[src/rtl/core/sbot_ram.sv]
`timescale 1ns / 1ps

module sbot_ram #(
  parameter int WIDTH = 8,
  parameter int DEPTH = 2,
  localparam int AW = (DEPTH > 1) ? $clog2(DEPTH) : 1
) (
  input  logic             clk,
  input  logic             we,
  input  logic [AW-1:0]    waddr,
  input  logic [WIDTH-1:0] wdata,
  input  logic [AW-1:0]    raddr,
  output logic [WIDTH-1:0] rdata
);

  logic [WIDTH-1:0] mem [DEPTH];

  // One write port, one registered read port
  always_ff @(posedge clk) begin
    if (we) begin
      mem[waddr] <= wdata;
    end
    rdata <= mem[raddr];
  end

endmodule

[config.mk]
export PLATFORM = sky130hd
export DESIGN_NAME = sbot_ram
export DESIGN_NICKNAME = d
export VERILOG_FILES = /design/src/rtl/core/sbot_ram.sv
export SDC_FILE = /design/constraint.sdc
export NUM_CORES = 1
export LEC_CHECK = 0
export BUFFER_PORTS_ARGS = -buffer_cell sky130_fd_sc_hd__buf_2
export CAP_MARGIN = 5
export CORE_UTILIZATION = 50
export CTS_CLUSTER_SIZE = 28
export DETAILED_ROUTE_END_ITERATION = 7
export GPL_TIMING_DRIVEN = 0
export PLACE_DENSITY_LB_ADDON = 0.12
export SLEW_MARGIN = 20
export SYNTH_ARGS = -nofsm -noshare
export SYNTH_HDL_FRONTEND = slang
export SYNTH_SLANG_ARGS = --single-unit
[constraint.sdc]
create_clock -name clk -period 1.9 [get_ports clk]
set_input_delay 0 -clock clk [delete_from_list [all_inputs] [get_ports clk]]
set_output_delay 0 -clock clk [all_outputs]
set_load 0.005 [all_outputs]
Word level (Yosys, flattened, before mapping)
Memory sizes are Yosys's and may differ from the RTL's. A register that Yosys moved wholly into a read port is not among the register bits.
Index checks and enable logic that the tools add are counted.
{"block": "op_classes", "n_mux": 2}
{"cell": "$mux 1", "n": 2}
{"block": "totals", "reg_bits": 0, "ram_bits": 16, "in_bits": 12, "wordCells": 3, "n_memories": 1, "output_inout_bits": 8}
{"name": "mem", "words": 2, "word_bits": 8, "rd": 1, "rd_clocked_by_memory_dff": 1, "write_ports": 1, "line": "16", "text": "logic [WIDTH-1:0] mem [DEPTH];"}

Longest topological paths before layout
Gate-level depths: netlist (run 1).
{"block": "depth", "word_depth": 2, "depth_mapped": 2, "ltp_nobuf": 1}

Worst setup path before layout (run 1)
OpenSTA, ideal clock, no wires.
{"block": "synth_path", "path_type": "input port to flip-flop", "start": "in we", "end": "mem mem[0][0], enable pin", "t_required_ps": 1527, "path_buffers": 0, "setup_time_ps": 373, "cell_stages": 1, "slack_ps": 1107, "arrival_ps": 420, "path_cell_list": "nor2b_1"}
{"block": "synth_via", "elab_chain_cells": 2}
{"item": "from (decl)", "line": "9", "text": "input logic we,"}
{"item": "$mux 1", "line": "20", "text": "if (we) begin"}
{"item": "$mux 1 (not written as such)", "line": "21", "text": "mem[waddr] <= wdata;"}
{"item": "to (decl)", "line": "16"}
Every way passes these cells.

Worst setup path after layout (run 1)
{"block": "layout_path", "start": "in raddr", "end": "reg rdata[0] (read register of mem)"}
{"item": "from (decl)", "line": "12", "text": "input logic [AW-1:0] raddr,"}
{"item": "to (decl)", "line": "13", "text": "output logic [WIDTH-1:0] rdata"}
No word-level cell between the ends.

==> results.json, run 1 <==
{
  "die_outline_height_um": 41.6,
  "average_wire_length_per_cell_after_detail_routing_um": 13.4,
  "synthMuxAreaShare": 0.153,
  "track_usage": 0.144,
  "asyncSetResetFlopFracSynth": 0,
  "post_dp_cell_area_um2": 893,
  "timing.final.crit_period_ns": 0.813,
  "viasPerCell": 4.83,
  "first_iter_violations": 5,
  "critPathMaxFanout": 8,
  "clock_skew_ns": 0.00949,
  "root_buffer": "clkbuf_4",
  "critPathSlowestCell": "dlygate4sd3_1",
  "fillCellCount": 75,
  "synth_top_cells_by_count": "edfxtp_1, dfxtp_1, mux2_4",
  "n_antenna_cell": 0,
  "nature_of_the_critical_path_endpoint": "flip-flop",
  "area_of_all_placed_cells_without_fillers_mm2": 0.00104,
  "globalRouteOverflowTotal": 0,
  "finalHoldWorstSlack_ns": 0.123,
  "run_status": "completed",
  "floorplan.initialDensity": 0.567,
  "tritoncts_clock_tree": "done",
  "cts_buffer_depth": 2,
  "vdd.ir_drop.worst_uv": 880,
  "utilization": 0.749,
  "clkSlewWorstSetupHoldPaths_ns": 0.13,
  "finalSetupViolations": 0,
  "synth.avg_cell_area_um2": 22.4,
  "post_synth_edffs": 16,
  "drtPass1Iterations": 4,
  "final-hold-violation-count": 0,
  "unrepaired_setup_endpoints_after_global_routing": "no",
  "cts_made_buffers": 3,
  "grt_first_pass_wirelength_mm": 1.72,
  "synthTopCellsByArea": "edfxtp_1, dfxtp_1, mux2_4, buf_6, and2_1",
  "power_per_cell_area_mw_per_mm2": 1010,
  "synth_fa_ha_area_frac": 0,
  "syn_area_um2": 785,
  "drcViolationCount": 0,
  "layout-drive-gt1-share": 0.470,
  "timing.critical_path.required_ns": 2.10,
  "cts_sinks": 24,
  "vias_post_dr": 391,
  "power.static_leakage_nw": 0.431,
  "worst_path_dominant_cell_family": "buffers and inverters",
  "multi_input_comb_area_um2": 133,
  "critical_path.cell_chain": "dlygate4sd3_1, buf_6, mux2_4",
  "netlist-cell-type-count": 6,
  "placement.setup.worst_slack_ns": 0.840,
  "pin_count_of_the_biggest_net_entering_global_routing": 15,
  "clock_insertion_delay_at_the_later_pin_of_the_skew_report_ns": 0.31,
  "gpl.final_weighted_congestion": 0.619,
  "die-width_um": 41.6,
  "total_wirelength_of_the_detailed_routed_design_mm": 1.09,
  "synth_nets": 47,
  "die_area_mm2": 0.00173,
  "post-synth-top-count-cell": "edfxtp_1",
  "antenna_violating_nets_post_route": 0,
  "postSynth.topFlopCell": "edfxtp_1",
  "worst_path_arrival_time_ns": 1.01,
  "placement_rows": 13,
  "post_cts_resize_count": 0,
  "cts.htree.levels": 1,
  "crit_path_max_incr_delay_ns": 0.55,
  "tightest_hold_check_type": "input pin to flip-flop",
  "yosys_register_bits": 24,
  "achievable-frequency_mhz": 1230,
  "design.core.area_mm2": 0.00138,
  "yosys_warnings": 0,
  "seq_area_frac_synth": 0.817,
  "placement.io_buffers": 18,
  "crit_path_start_kind": "input pin",
  "final-seq-area_um2": 641,
  "syn2layout_area_growth_pct": 32.1,
  "timing_worst_setup_path_type": "input pin to flip-flop",
  "tightestPinTransition_ns": 0.732,
  "synth-compound-area-share": 0,
  "first_global_vias": 422,
  "antenna_violations_before_repair": 0,
  "max_cap_viol_count": 0,
  "final.setup.worst_slack_ns": 1.09,
  "yosys.area_share.xor_xnor": 0,
  "tns_ns": 0,
  "ioPinCount": 20,
  "worstPathBufferInverterCount": 2,
  "drv_slew": 0,
  "netlist_instances": 35,
  "period_utilisation_layout": 0.428,
  "synth.largest_area_cell": "edfxtp_1",
  "synth_top_family_by_area": "multiplexers",
  "yosys.area_share.simple": 0.0159,
  "fin_nets": 79,
  "slew-limit-headroom": 0.511,
  "netlist.area_leader.share": 0.612
}
power by group:
part	switching, mW	leakage, nW	internal (mW)
combinational	0.0284	0.185	0.0547
sequential	0.0105	0.218	0.598
clock	0.142	0.0279	0.213
total	0.181	0.431	0.866
layer usage:
metal	up-vias	track usage	wire length [um]	part of all wire
met5	-	0	0	0
met4	0	0.0968	13	0.012
met2	14	0.256	574	0.53
li1	192	-	-	-
met3	2	0.0522	44	0.041
met1	183	0.134	453	0.42
final cells by class:
class / instances / share of cell area
timing repair buffer: 27 / 0.174
clock buffer: 3 / 0.0217
sequential: 24 / 0.618
buffer: 1 / 0.0109
multi-input combinational: 10 / 0.128
clock inverter: 1 / 0.0290
tap: 15 / 0.0181
registers in the layout, indices dropped and copies added (netlist names):
| register | cells |
|---|---|
| rdata | 8 |
| mem | 16 |
timing repair:
action | 4_1_cts | 5_1_grt
hold buffers | 9 | 0
setup buffers | 0 | 0
hold endpoints to repair | 18 | 0
kinds of logic after synthesis:
family | Yosys count
DFF | 24
muxes | 8
and+or+nand+nor | 2
buffers and inverters | 1
per-stage QoR:
stage               std cells  total power, mW
floorplan                  35            0.656
global placement           68            0.684
detailed placement         68            0.691
CTS                        81             1.05
global route               81             1.08
finish                     81             1.05
path summary, 6_finish.rpt:
kind / start / endpoint / cells after the start / slack (ns)
max reg2reg: mem[0][4]$_DFFE_PP_ / rdata[4]$_DFF_P_ / 1 / 1.12
max: raddr / rdata[0]$_DFF_P_ / 3 / 1.09
min: waddr / mem[0][4]$_DFFE_PP_ / 2 / 0.12
min reg2reg: mem[1][2]$_DFFE_PP_ / rdata[2]$_DFF_P_ / 1 / 0.49
placed cells by master (no fill, tap or decap):
cell           instances
and2_1                 1
buf_6                  1
dfxtp_1                8
dlygate4sd3_1          9
nor2b_1                1
edfxtp_1              16
mux2_4                 8
buf_2                 18
bufinv_16              1
clkbuf_4               3
Note: power is estimated with default switching activity, not from simulation.
==> inputs of run 2 (changes only) <==
--- a/config.mk
+++ b/config.mk
@@ -7,7 +7,7 @@
 export LEC_CHECK = 0
 export BUFFER_PORTS_ARGS = -buffer_cell sky130_fd_sc_hd__buf_2
 export CAP_MARGIN = 5
-export CORE_UTILIZATION = 50
+export CORE_UTILIZATION = 48
 export CTS_CLUSTER_SIZE = 28
 export DETAILED_ROUTE_END_ITERATION = 7
 export GPL_TIMING_DRIVEN = 0
==> constraint.sdc (replaced) <==
create_clock -name clk -period 0.8 [get_ports clk]
set_input_delay 0 -clock clk [delete_from_list [all_inputs] [get_ports clk]]
set_output_delay 0 -clock clk [all_outputs]
set_load 0.005 [all_outputs]
==> results.json, run 2 (same netlist as run 1, synthesis figures left out) <==
{
  "run_status": "completed",
  "vias_post_dr": 395,
  "layout_top_registers": "mem: 16 flops, rdata: 8 flops",
  "critPathSlowestCell": "edfxtp_1",
  "clock_insertion_delay_at_the_later_pin_of_the_skew_report_ns": 0.29,
  "die_outline_height_um": 42.4,
  "min_to": "rdata[5]$_DFF_P_",
  "reg2reg_to": "rdata[7]$_DFF_P_",
  "post_cts.repair.setup_buffers": 0,
  "cts_buffer_depth": 2,
  "cts_made_buffers": 3,
  "track_usage": 0.112,
  "placement.io_buffers": 18,
  "max_cap_viol_count": 0,
  "worst_path_dominant_cell_family": "flip-flops",
  "achievable-frequency_mhz": 1310,
  "first_global_vias": 377,
  "start_of_the_worst_register_to_register_path": "mem[0][7]$_DFFE_PP_",
  "fin_nets": 78,
  "n_antenna_cell": 0,
  "vdd.ir_drop.worst_uv": 1260,
  "finalHoldWorstSlack_ns": 0.0202,
  "critical_path.cell_chain": "mux2_4",
  "largest_register": "mem",
  "finalSetupViolations": 0,
  "rrSetupSlack_ns": 0.04,
  "grt_first_pass_wirelength_mm": 1.43,
  "area_of_all_placed_cells_without_fillers_mm2": 0.00100,
  "ioPinCount": 20,
  "clock_skew_ns": 0.00219,
  "period_utilisation_layout": 0.952,
  "drv_slew": 0,
  "gpl.final_weighted_congestion": 0.631,
  "root_buffer": "clkbuf_4",
  "timing.critical_path.required_ns": 1.00,
  "placement_rows": 14,
  "worst_setup_path_startpoint": "mem[0][7]$_DFFE_PP_",
  "power_per_cell_area_mw_per_mm2": 2120,
  "timing_worst_setup_path_type": "flip-flop to flip-flop",
  "share_clk_of_total_power": 0.231,
  "clkSlewWorstSetupHoldPaths_ns": 0.11,
  "tritoncts_clock_tree": "done",
  "syn2layout_area_growth_pct": 27.6,
  "power.static_leakage_nw": 0.414,
  "worst_path_arrival_time_ns": 0.96,
  "tightestPinTransition_ns": 0.692,
  "post_dp_cell_area_um2": 895,
  "nature_of_the_critical_path_endpoint": "flip-flop",
  "tightest_hold_check_type": "input pin to flip-flop",
  "total_wirelength_of_the_detailed_routed_design_um": 971,
  "layout-drive-gt1-share": 0.462,
  "worstHoldPathCells": 2,
  "final-hold-violation-count": 0,
  "average_wire_length_per_cell_after_detail_routing_um": 12.0,
  "slew-limit-headroom": 0.538,
  "timing.final.crit_period_ns": 0.762,
  "globalRouteOverflowTotal": 0,
  "drtPass1Iterations": 2,
  "sw_frac_of_total": 0.187,
  "power_frac_comb": 0.091,
  "first_iter_violations": 5,
  "worstPathBufferInverterCount": 0,
  "internal_power_mw": 1.73,
  "timing.hold.worst.start": "raddr",
  "viasPerCell": 4.88,
  "mostFrequentLayoutCells": "buf_2, edfxtp_1, mux2_4, dlygate4sd3_1, dfxtp_1",
  "floorplan.initialDensity": 0.515,
  "design.core.area_mm2": 0.00152,
  "pin_count_of_the_biggest_net_entering_global_routing": 14,
  "die-width_um": 42.4,
  "drcViolationCount": 0,
  "reg2reg_depth": 1,
  "critPathMaxFanout": 1,
  "flip_flop_count_of_the_largest_register_after_layout": 16,
  "cts.htree.levels": 1,
  "crit_path_max_incr_delay_ns": 0.39,
  "antenna_violating_nets_post_route": 0,
  "post_cts_resize_count": 0,
  "placement.setup.worst_slack_ns": -0.247,
  "switching_power_mw": 0.397,
  "antenna_violations_before_repair": 0,
  "unrepaired_setup_endpoints_after_global_routing": "no",
  "crit_path_start_kind": "flip-flop",
  "final.setup.worst_slack_ns": 0.0381,
  "pwr-share-seq": 0.678,
  "die_area_mm2": 0.00180,
  "cts_sinks": 24,
  "final_common_cell": "buf_2"
}
[run 2: through the flow]
step	util	std cells	total power, mW	setup TNS, ns
after global placement	0.587	69	1.62	-1.58
after detailed placement	0.587	69	1.64	-1.97
after CTS	0.657	81	2.15	0
after floorplan	-	35	1.56	0
final	0.657	81	2.12	0
after global routing	0.657	81	2.20	0
[run 2: worst max-delay path by stage]
| stage | endpoint | cells past startpoint |
|---|---|---|
| 4_1_cts | rdata[7]$_DFF_P_ | 1 |
| 3_3_place_gp | mem[0][4]$_DFFE_PP_ | 2 |
| 3_5_place_dp | mem[0][2]$_DFFE_PP_ | 2 |
| 2_1_floorplan | mem[0][0]$_DFFE_PP_ | 1 |
| 6_report | rdata[7]$_DFF_P_ | 1 |
| 5_1_grt | rdata[4]$_DFF_P_ | 1 |
[run 2: final cells by class]
class,instances,area (um2)
Sequential cell,24,641
Fill cell,103,523
Timing Repair Buffer,26,170
Multi-Input combinational cell,10,133
Clock buffer,3,22.5
Tap cell,16,20.0
Buffer,1,11.3
Clock inverter,1,3.75
[run 2: layer usage]
layer,global-route usage,vias to the layer above,part of all wire
li1,-,192,-
met1,0.0944,191,0.32
met2,0.240,12,0.64
met3,0.0259,0,0.038
met4,0.0375,0,0
met5,0,-,0
[run 2: power groups by stage]
stage / combinational (mW) / clock [mW] / sequential, mW
after floorplan: 0.0854 / 0 / 1.47
after global placement: 0.159 / 0 / 1.47
after detailed placement: 0.167 / 0 / 1.47
after CTS: 0.197 / 0.512 / 1.44
after global routing: 0.209 / 0.545 / 1.45
final: 0.194 / 0.491 / 1.44
[run 2: timing repair]
action / in CTS / in global routing
hold buffers: 8 / 0
endpoints found under the setup margin: 0 / 0
endpoints found under the hold margin: 16 / 0
